### src/hdl/twsq_pkg.sv
package twsq_pkg;

  localparam int SENSOR_COUNT = 6;
  localparam int SEL_W        = 3;
  localparam int WINDOW_DEPTH = 10;
  localparam int SAMPLE_W     = 16;
  localparam int TIME_W       = 32;
  localparam int CFG_ADDR_W   = 8;
  localparam int SENSOR_IDX_W = $clog2(SENSOR_COUNT);

  typedef logic [1:0]          class_t;
  typedef logic [SAMPLE_W-1:0] sample_t;
  typedef logic [TIME_W-1:0]   stamp_t;
  typedef logic [SEL_W-1:0]    sel_t;
  typedef logic [SENSOR_IDX_W-1:0] sidx_t;

  localparam class_t CLASS_INVALID = 2'd0;
  localparam class_t CLASS_SAFE    = 2'd1;
  localparam class_t CLASS_UNSAFE  = 2'd2;
  localparam class_t CLASS_INITIAL = 2'd3;

  localparam logic [CFG_ADDR_W-1:0] REG_VALID_MIN = CFG_ADDR_W'(0);
  localparam logic [CFG_ADDR_W-1:0] REG_VALID_MAX = CFG_ADDR_W'(1);
  localparam logic [CFG_ADDR_W-1:0] REG_LIMIT0    = CFG_ADDR_W'(2);
  localparam logic [CFG_ADDR_W-1:0] REG_LAST      = CFG_ADDR_W'(2 + SENSOR_COUNT - 1);

  // entry 0 is the oldest sample, entry WINDOW_DEPTH-1 the newest
  typedef logic [WINDOW_DEPTH-1:0][SAMPLE_W-1:0] window_t;

  typedef struct packed {
    class_t  cls;
    sample_t reading;
    stamp_t  stamp;
  } sensor_state_t;

  typedef struct packed {
    window_t row;
    logic    has_zero;
    logic    agree;
    class_t  first;
  } eval_res_t;

  localparam int STATE_W  = $bits(sensor_state_t);
  localparam int WINDOW_W = $bits(window_t);

endpackage

### src/hdl/twsq_ram.sv
module twsq_ram #(
  parameter int DEPTH  = 6,
  parameter int WIDTH  = 16,
  parameter int ADDR_W = $clog2(DEPTH)
) (
  input  logic              clk,
  input  logic              wr_en,
  input  logic [ADDR_W-1:0] wr_addr,
  input  logic [WIDTH-1:0]  wr_data,
  input  logic              rd_en,
  input  logic [ADDR_W-1:0] rd_addr,
  output logic [WIDTH-1:0]  rd_data
);

  logic [WIDTH-1:0] mem [DEPTH];

  always_ff @(posedge clk) begin
    if (wr_en) begin
      mem[wr_addr] <= wr_data;
    end
  end

  always_ff @(posedge clk) begin
    if (rd_en) begin
      rd_data <= mem[rd_addr];
    end
  end

endmodule

### src/hdl/twsq_eval.sv
module twsq_eval (
  input  logic                 clk,
  input  logic                 en,
  input  twsq_pkg::window_t    old_row,
  input  twsq_pkg::sample_t    sample,
  input  twsq_pkg::sample_t    valid_min,
  input  twsq_pkg::sample_t    valid_max,
  input  twsq_pkg::sample_t    limit,
  output twsq_pkg::eval_res_t  res
);
  import twsq_pkg::*;

  window_t   row_shift;
  class_t    cls [WINDOW_DEPTH];
  eval_res_t res_nxt;

  always_comb begin
    for (int i = 0; i < WINDOW_DEPTH - 1; i++) begin
      row_shift[i] = old_row[i+1];
    end
    row_shift[WINDOW_DEPTH-1] = sample;
  end

  always_comb begin
    for (int i = 0; i < WINDOW_DEPTH; i++) begin
      if (row_shift[i] < valid_min || row_shift[i] > valid_max) begin
        cls[i] = CLASS_INVALID;
      end else if (row_shift[i] > limit) begin
        cls[i] = CLASS_UNSAFE;
      end else begin
        cls[i] = CLASS_SAFE;
      end
    end
  end

  always_comb begin
    res_nxt.row      = row_shift;
    res_nxt.first    = cls[0];
    res_nxt.has_zero = 1'b0;
    res_nxt.agree    = 1'b1;
    for (int i = 0; i < WINDOW_DEPTH; i++) begin
      if (row_shift[i] == '0) begin
        res_nxt.has_zero = 1'b1;
      end
      if (cls[i] != cls[0]) begin
        res_nxt.agree = 1'b0;
      end
    end
  end

  always_ff @(posedge clk) begin
    if (en) begin
      res <= res_nxt;
    end
  end

endmodule

### src/hdl/temperature_window_safety_qualifier_unit.sv
// Per-sensor temperature qualifier for six sensors. Each input transaction
// carries a sensor select, a raw sample and a timestamp; the sample is shifted
// into that sensor's window of the last ten samples, the window is classed
// against the valid range and the sensor's limit, and one result transaction
// reports the sensor's class, last safe reading and its time. Windows and
// per-sensor state sit in two single-port-per-side RAMs with registered reads;
// an item passes through RAM read, window evaluation, then write-back and
// result load, which waits until out_tready frees the result register.
// Only one item is in flight, so write-back never races a read. Per-row valid
// flags reset at once, so no clearing pass is needed after reset. Selects six
// and seven change nothing and report class initial with zero data.
// Configuration writes are always taken; indexes above seven are ignored.
module temperature_window_safety_qualifier_unit (
  input  logic                             clk,
  input  logic                             rst_n,
  // configuration
  input  logic                             cfg_valid,
  output logic                             cfg_ready,
  input  logic [twsq_pkg::CFG_ADDR_W-1:0]  cfg_addr,
  input  logic [twsq_pkg::SAMPLE_W-1:0]    cfg_data,
  // input stream
  input  logic                             in_tvalid,
  output logic                             in_tready,
  input  logic [47:0]                      in_tdata,  // [15:0] sample_value, [47:16] time_stamp
  input  logic [twsq_pkg::SEL_W-1:0]       in_tuser,  // [2:0] sensor_select
  // result stream
  output logic                             out_tvalid,
  input  logic                             out_tready,
  output logic [55:0]                      out_tdata, // [1:0] safety_class,
                                                      // [17:2] valid_temperature,
                                                      // [49:18] update_time, [55:50] zero
  output logic [twsq_pkg::SEL_W-1:0]       out_tuser  // [2:0] sensor_echo
);
  import twsq_pkg::*;

  localparam logic [1:0] ST_IDLE  = 2'd0;
  localparam logic [1:0] ST_EVAL  = 2'd1;
  localparam logic [1:0] ST_WRITE = 2'd2;

  logic [1:0] st_r, st_nxt;

  sample_t valid_min_r, valid_max_r;
  sample_t limit_r [SENSOR_COUNT];

  sel_t    sel_r;
  sample_t sample_r;
  stamp_t  stamp_r;
  logic    sel_ok_r;

  logic [SENSOR_COUNT-1:0] row_vld_r;

  logic          in_acc;
  logic          in_sel_ok;
  sidx_t         rd_addr;
  sidx_t         sidx;
  window_t       win_rd;
  logic [STATE_W-1:0] st_rd_raw;
  sensor_state_t st_rd, st_old, st_new;
  window_t       win_eval_in;
  eval_res_t     ev;
  logic          mem_wr;
  logic          out_free;

  logic                out_valid_r;
  sel_t                out_sel_r;
  sensor_state_t       out_state_r;

  assign cfg_ready = 1'b1;
  assign in_tready = (st_r == ST_IDLE);
  assign in_acc    = in_tvalid && in_tready;
  assign in_sel_ok = (in_tuser < SEL_W'(SENSOR_COUNT));
  assign rd_addr   = in_sel_ok ? in_tuser[SENSOR_IDX_W-1:0] : '0;
  assign sidx      = sel_r[SENSOR_IDX_W-1:0];
  assign out_free  = !out_valid_r || out_tready;
  assign mem_wr    = (st_r == ST_WRITE) && out_free && sel_ok_r;

  // configuration registers
  always_ff @(posedge clk) begin
    if (!rst_n) begin
      valid_min_r <= '0;
      valid_max_r <= '1;
      for (int s = 0; s < SENSOR_COUNT; s++) begin
        limit_r[s] <= '1;
      end
    end else if (cfg_valid && cfg_ready) begin
      if (cfg_addr == REG_VALID_MIN) begin
        valid_min_r <= cfg_data;
      end else if (cfg_addr == REG_VALID_MAX) begin
        valid_max_r <= cfg_data;
      end else if (cfg_addr <= REG_LAST) begin
        limit_r[SENSOR_IDX_W'(cfg_addr - REG_LIMIT0)] <= cfg_data;
      end
    end
  end

  twsq_ram #(.DEPTH(SENSOR_COUNT), .WIDTH(WINDOW_W)) u_win_ram (
    .clk     (clk),
    .wr_en   (mem_wr),
    .wr_addr (sidx),
    .wr_data (ev.row),
    .rd_en   (in_acc),
    .rd_addr (rd_addr),
    .rd_data (win_rd)
  );

  twsq_ram #(.DEPTH(SENSOR_COUNT), .WIDTH(STATE_W)) u_state_ram (
    .clk     (clk),
    .wr_en   (mem_wr),
    .wr_addr (sidx),
    .wr_data (STATE_W'(st_new)),
    .rd_en   (in_acc),
    .rd_addr (rd_addr),
    .rd_data (st_rd_raw)
  );

  assign st_rd       = sensor_state_t'(st_rd_raw);
  // a row never written reads as its reset value
  assign win_eval_in = row_vld_r[sidx] ? win_rd : '0;

  twsq_eval u_eval (
    .clk       (clk),
    .en        (st_r == ST_EVAL),
    .old_row   (win_eval_in),
    .sample    (sample_r),
    .valid_min (valid_min_r),
    .valid_max (valid_max_r),
    .limit     (limit_r[sidx]),
    .res       (ev)
  );

  always_comb begin
    if (row_vld_r[sidx]) begin
      st_old = st_rd;
    end else begin
      st_old.cls     = CLASS_INITIAL;
      st_old.reading = '0;
      st_old.stamp   = '0;
    end
    st_new = st_old;
    if (!ev.has_zero) begin
      st_new.cls = ev.agree ? ev.first : CLASS_SAFE;
    end
    if (st_new.cls == CLASS_SAFE) begin
      st_new.reading = sample_r;
      st_new.stamp   = stamp_r;
    end
  end

  always_comb begin
    st_nxt = st_r;
    unique case (st_r)
      ST_IDLE:  if (in_acc) st_nxt = ST_EVAL;
      ST_EVAL:  st_nxt = ST_WRITE;
      ST_WRITE: if (out_free) st_nxt = ST_IDLE;
      default:  st_nxt = ST_IDLE;
    endcase
  end

  always_ff @(posedge clk) begin
    if (!rst_n) begin
      st_r        <= ST_IDLE;
      row_vld_r   <= '0;
      out_valid_r <= 1'b0;
    end else begin
      st_r <= st_nxt;
      if (mem_wr) begin
        row_vld_r[sidx] <= 1'b1;
      end
      if (st_r == ST_WRITE && out_free) begin
        out_valid_r <= 1'b1;
      end else if (out_tready) begin
        out_valid_r <= 1'b0;
      end
    end
  end

  always_ff @(posedge clk) begin
    if (in_acc) begin
      sel_r    <= in_tuser;
      sel_ok_r <= in_sel_ok;
      sample_r <= in_tdata[15:0];
      stamp_r  <= in_tdata[47:16];
    end
  end

  always_ff @(posedge clk) begin
    if (st_r == ST_WRITE && out_free) begin
      out_sel_r <= sel_r;
      if (sel_ok_r) begin
        out_state_r <= st_new;
      end else begin
        out_state_r.cls     <= CLASS_INITIAL;
        out_state_r.reading <= '0;
        out_state_r.stamp   <= '0;
      end
    end
  end

  assign out_tvalid = out_valid_r;
  assign out_tuser  = out_sel_r;
  assign out_tdata  = {6'b0, out_state_r.stamp, out_state_r.reading, out_state_r.cls};

endmodule
### config.mk
export PLATFORM = sky130hd
export DESIGN_NAME = temperature_window_safety_qualifier_unit
export DESIGN_NICKNAME = d
export VERILOG_FILES = /design/src/hdl/twsq_pkg.sv /design/src/hdl/twsq_ram.sv /design/src/hdl/twsq_eval.sv /design/src/hdl/temperature_window_safety_qualifier_unit.sv
export SDC_FILE = /design/constraint.sdc
export NUM_CORES = 2
export LEC_CHECK = 0
export ABC_CLOCK_PERIOD_IN_PS = 17200
export BUFFER_PORTS_ARGS = -buffer_cell sky130_fd_sc_hd__buf_2
export CORE_UTILIZATION = 58
export DETAILED_ROUTE_END_ITERATION = 16
export PLACE_DENSITY = 0.75
export SLEW_MARGIN = 40
export SYNTH_ARGS = -nofsm -noshare
export SYNTH_HDL_FRONTEND = slang
export SYNTH_HIERARCHICAL = 1
export SYNTH_SLANG_ARGS = --single-unit
### constraint.sdc
create_clock -name clk -period 17.2 [get_ports clk]
set_input_delay 1.72 -clock clk [delete_from_list [all_inputs] [get_ports clk]]
set_output_delay 1.72 -clock clk [all_outputs]
set_load 0.01 [all_outputs]
==> summary.md <==
| Metric | Value |
|---|---|
| Run status | `completed` |
| Fill cells | `9202` |
| Worst hold start | `valid_min_r[1]` |
| Total number of yosys warnings | `6` |
| Mapped Area | `77900 um2` |
| Drt first pass iters | `6` |
| Final WS setup | `approximately 12 ns` |
| Post-CTS Setup Inserts | `0` |
| # resized after CTS | `0` |
| # IOs | `142` |
| Initial DRC Count | `~3800` |
| CTS Buf Count | `173` |
| Initial antenna violation count | `9` |
| Placed cell count | `between 6000 and 7000` |
| Largest net degree at the start of global routing | `between 100 and 150` |
| Area added between synthesis and finish | `11.0%` |
| Setup crit end kind | `flip-flop` |
| CP required | `~18 ns` |
| H-tree levels | `4` |
| CP most frequent cell | `or4_1` |
| Critical Path Fanout Max | `128` |
| Clk buf depth | `3` |
| Ratio of cells with drive above 1 in the final layout | `roughly 18%` |
| Reg2reg end | `u_eval/res[2]` |
| Crit Path Class | `flip-flop to flip-flop` |
| Slowest stage delay, CP | `~0.6 ns` |
| Comb power frac | `6.2%` |
| RSZ-0062 raised after global routing | `false` |
| Crit path DAT | `6.15 ns` |
| Hold EP | `valid_min_r[1]` |
| Crit-path slowest cell | `buf_12` |
| Final setup viols | `0` |
| Min Tclk post-route | `5.48 ns` |
| Setup WS pre-CTS | `11.80 ns` |
| Hpwl dp | `roughly 110 mm` |
| Sw Share | `22.1%` |
| GRT overflow | `0` |
| R2r startpoint | `sel_r[0]` |
| Leakage Power | `31.6 nW` |
| Power Dens Cells | `105 nW/um2` |
| Most common cell after layout, fill and taps aside | `edfxtp_1` |
| Vias in the first global route | `45237` |
| DR vias/cell | `6.35` |
| Vias | `between 40000 and 50000` |
| Final Non-Filler Cells | `6965` |
| Worst hold stages | `2` |
| Initial core utilization | `58.4%` |
| Reg2reg path depth | `14` |
| Maxcap violations | `0` |
| Rows | `134` |
| Power consumption | `0.00911 W` |
| Final WL | `184 mm` |
| IO buf count | `134` |
| ANT nets after route | `0` |
| CP startpoint kind | `flip-flop` |
| Num Clock Sinks | `about 1800` |
| Worst Hold Class | `flip-flop to flip-flop` |
| Fin. max-slew vios | `0` |
| First-pass GRT wire length | `274 mm` |
| Clk pwr share | `between 40% and 50%` |
| Worst VDD drop | `0.0000974 V` |
| Sequential Power Share | `53.8%` |
| Routability cong. | `0.921` |
| GRT Overall Usage | `between 20% and 30%` |
| Chip width | `369 um` |
| Fmax | `0.183 GHz` |
| Setup tns final | `0 ns` |
| Slew headroom | `between 30% and 40%` |
| Chip height | `369 um` |
| Skew final | `0.0523 ns` |
| CP Cell Sequence | `mux2_1 -> a222oi_1 -> buf_4 -> buf_12 -> nor2b_1 -> ha_1 -> nand3_1 -> or4_1 -> o22ai_1 -> o311ai_1 -> a32o_1 -> or4_1 -> o31ai_1 -> and4_1` |
| Synthesized instance count | `4822` |
| DRC | `0` |
| CORE AREA | `133000 um2` |
| Most frequent cells in the layout | `edfxtp_1, ha_1, mux2i_1` |
| Reg2reg setup slack | `11.72 ns` |
| Worst-margin pin slew | `0.921 ns` |
| Syn avg cell area | `16.2 um2` |
| Worst-path clk slew | `about 0.070 ns` |
| Sw Pwr | `between 0.002 and 0.0025 W` |
| Root buffer cell | `clkbuf_16` |
| Final net count | `5610` |
| Int Power | `between 0.007 and 0.008 W` |
| Clk_lat worst skew | `0.81 ns` |
| CTS Hold Bufs | `0` |
| Final hold viol count | `0` |
| Final Cycle Share | `between 30% and 40%` |
| Drt wl/cell | `~26 um` |
| Die area | `136000 um2` |
| CTS tree | `built` |
## registers in the layout (all words and copies together) (netlist names), 6 cells and up, named ones only
signal               cells
u_win_ram/mem          864
u_state_ram/mem        300
u_eval/res             148
u_win_ram/rd_data      144
limit_r                128
out_tdata               50
u_state_ram/rd_data     50
stamp_r                 32
sample_r                16
valid_max_r             16
valid_min_r             16
row_vld_r                6
## critical path, delay by kind of cell, from the launching register on
kind | cells | cell delay [ns]
adder cells (fa/ha/maj) | 1 | 0.39
multiplexers | 1 | 0.39
buffers and inverters | 2 | 0.98
AO/OA/AOI/OAI | 5 | 1.19
flip-flops | 1 | 0.57
AND/OR/NAND/NOR | 5 | 1.70
## power groups by stage
stage / registers, W / logic (W) / clock network, W
2_1_floorplan: 0.00498 / 0.000380 / 0
3_3_place_gp: 0.00499 / 0.000535 / 0
3_5_place_dp: 0.00499 / 0.000552 / 0
4_1_cts: 0.00490 / 0.000556 / 0.00370
5_1_grt: 0.00490 / 0.000603 / 0.00386
6_report: 0.00490 / 0.000563 / 0.00365
## per-stage QoR
step / util [%] / hold WS, ns / instance area (um2)
6_report: 64.8 / 0.472 / 86500
2_1_floorplan: - / 0.435 / 78100
3_5_place_dp: 60.7 / 0.463 / 81000
5_1_grt: 64.8 / 0.498 / 86500
4_1_cts: 64.8 / 0.474 / 86400
3_3_place_gp: 60.5 / 0.453 / 80700
## final cells by class
type,count,area (um2),share of cell area [%]
clock inverters,98,968,1.12
repair buffers,242,1780,2.05
well taps,1768,2210,2.56
diodes,2,5.00,0.00578
clock buffers,212,4480,5.17
flip-flops and latches,1783,53100,61.4
inverters,69,259,0.299
multi-input cells,2791,23700,27.4
## layer usage
layer	vias up	GRT usage, %	routed length, um
met5	-	0	92
met4	16	9.91	5970
met3	376	4.65	11700
met2	1605	46.1	92400
met1	22544	35.1	74100
li1	19664	-	-
## worst max path at each step
stage	startpoint	to	slack, ns	cells past startpoint
final	sel_r[0]	u_eval/res[2]	11.72	14
after global routing	sel_r[0]	u_eval/res[2]	11.44	14
after global placement	out_tready	u_win_ram/mem[2][112]	11.75	7
after CTS	sel_r[0]	u_eval/res[2]	11.78	14
after floorplan	out_tready	u_win_ram/mem[0][100]	4.31	4
after detailed placement	sel_r[0]	u_eval/res[2]	11.80	14
Note: power is estimated with default switching activity, not from simulation.
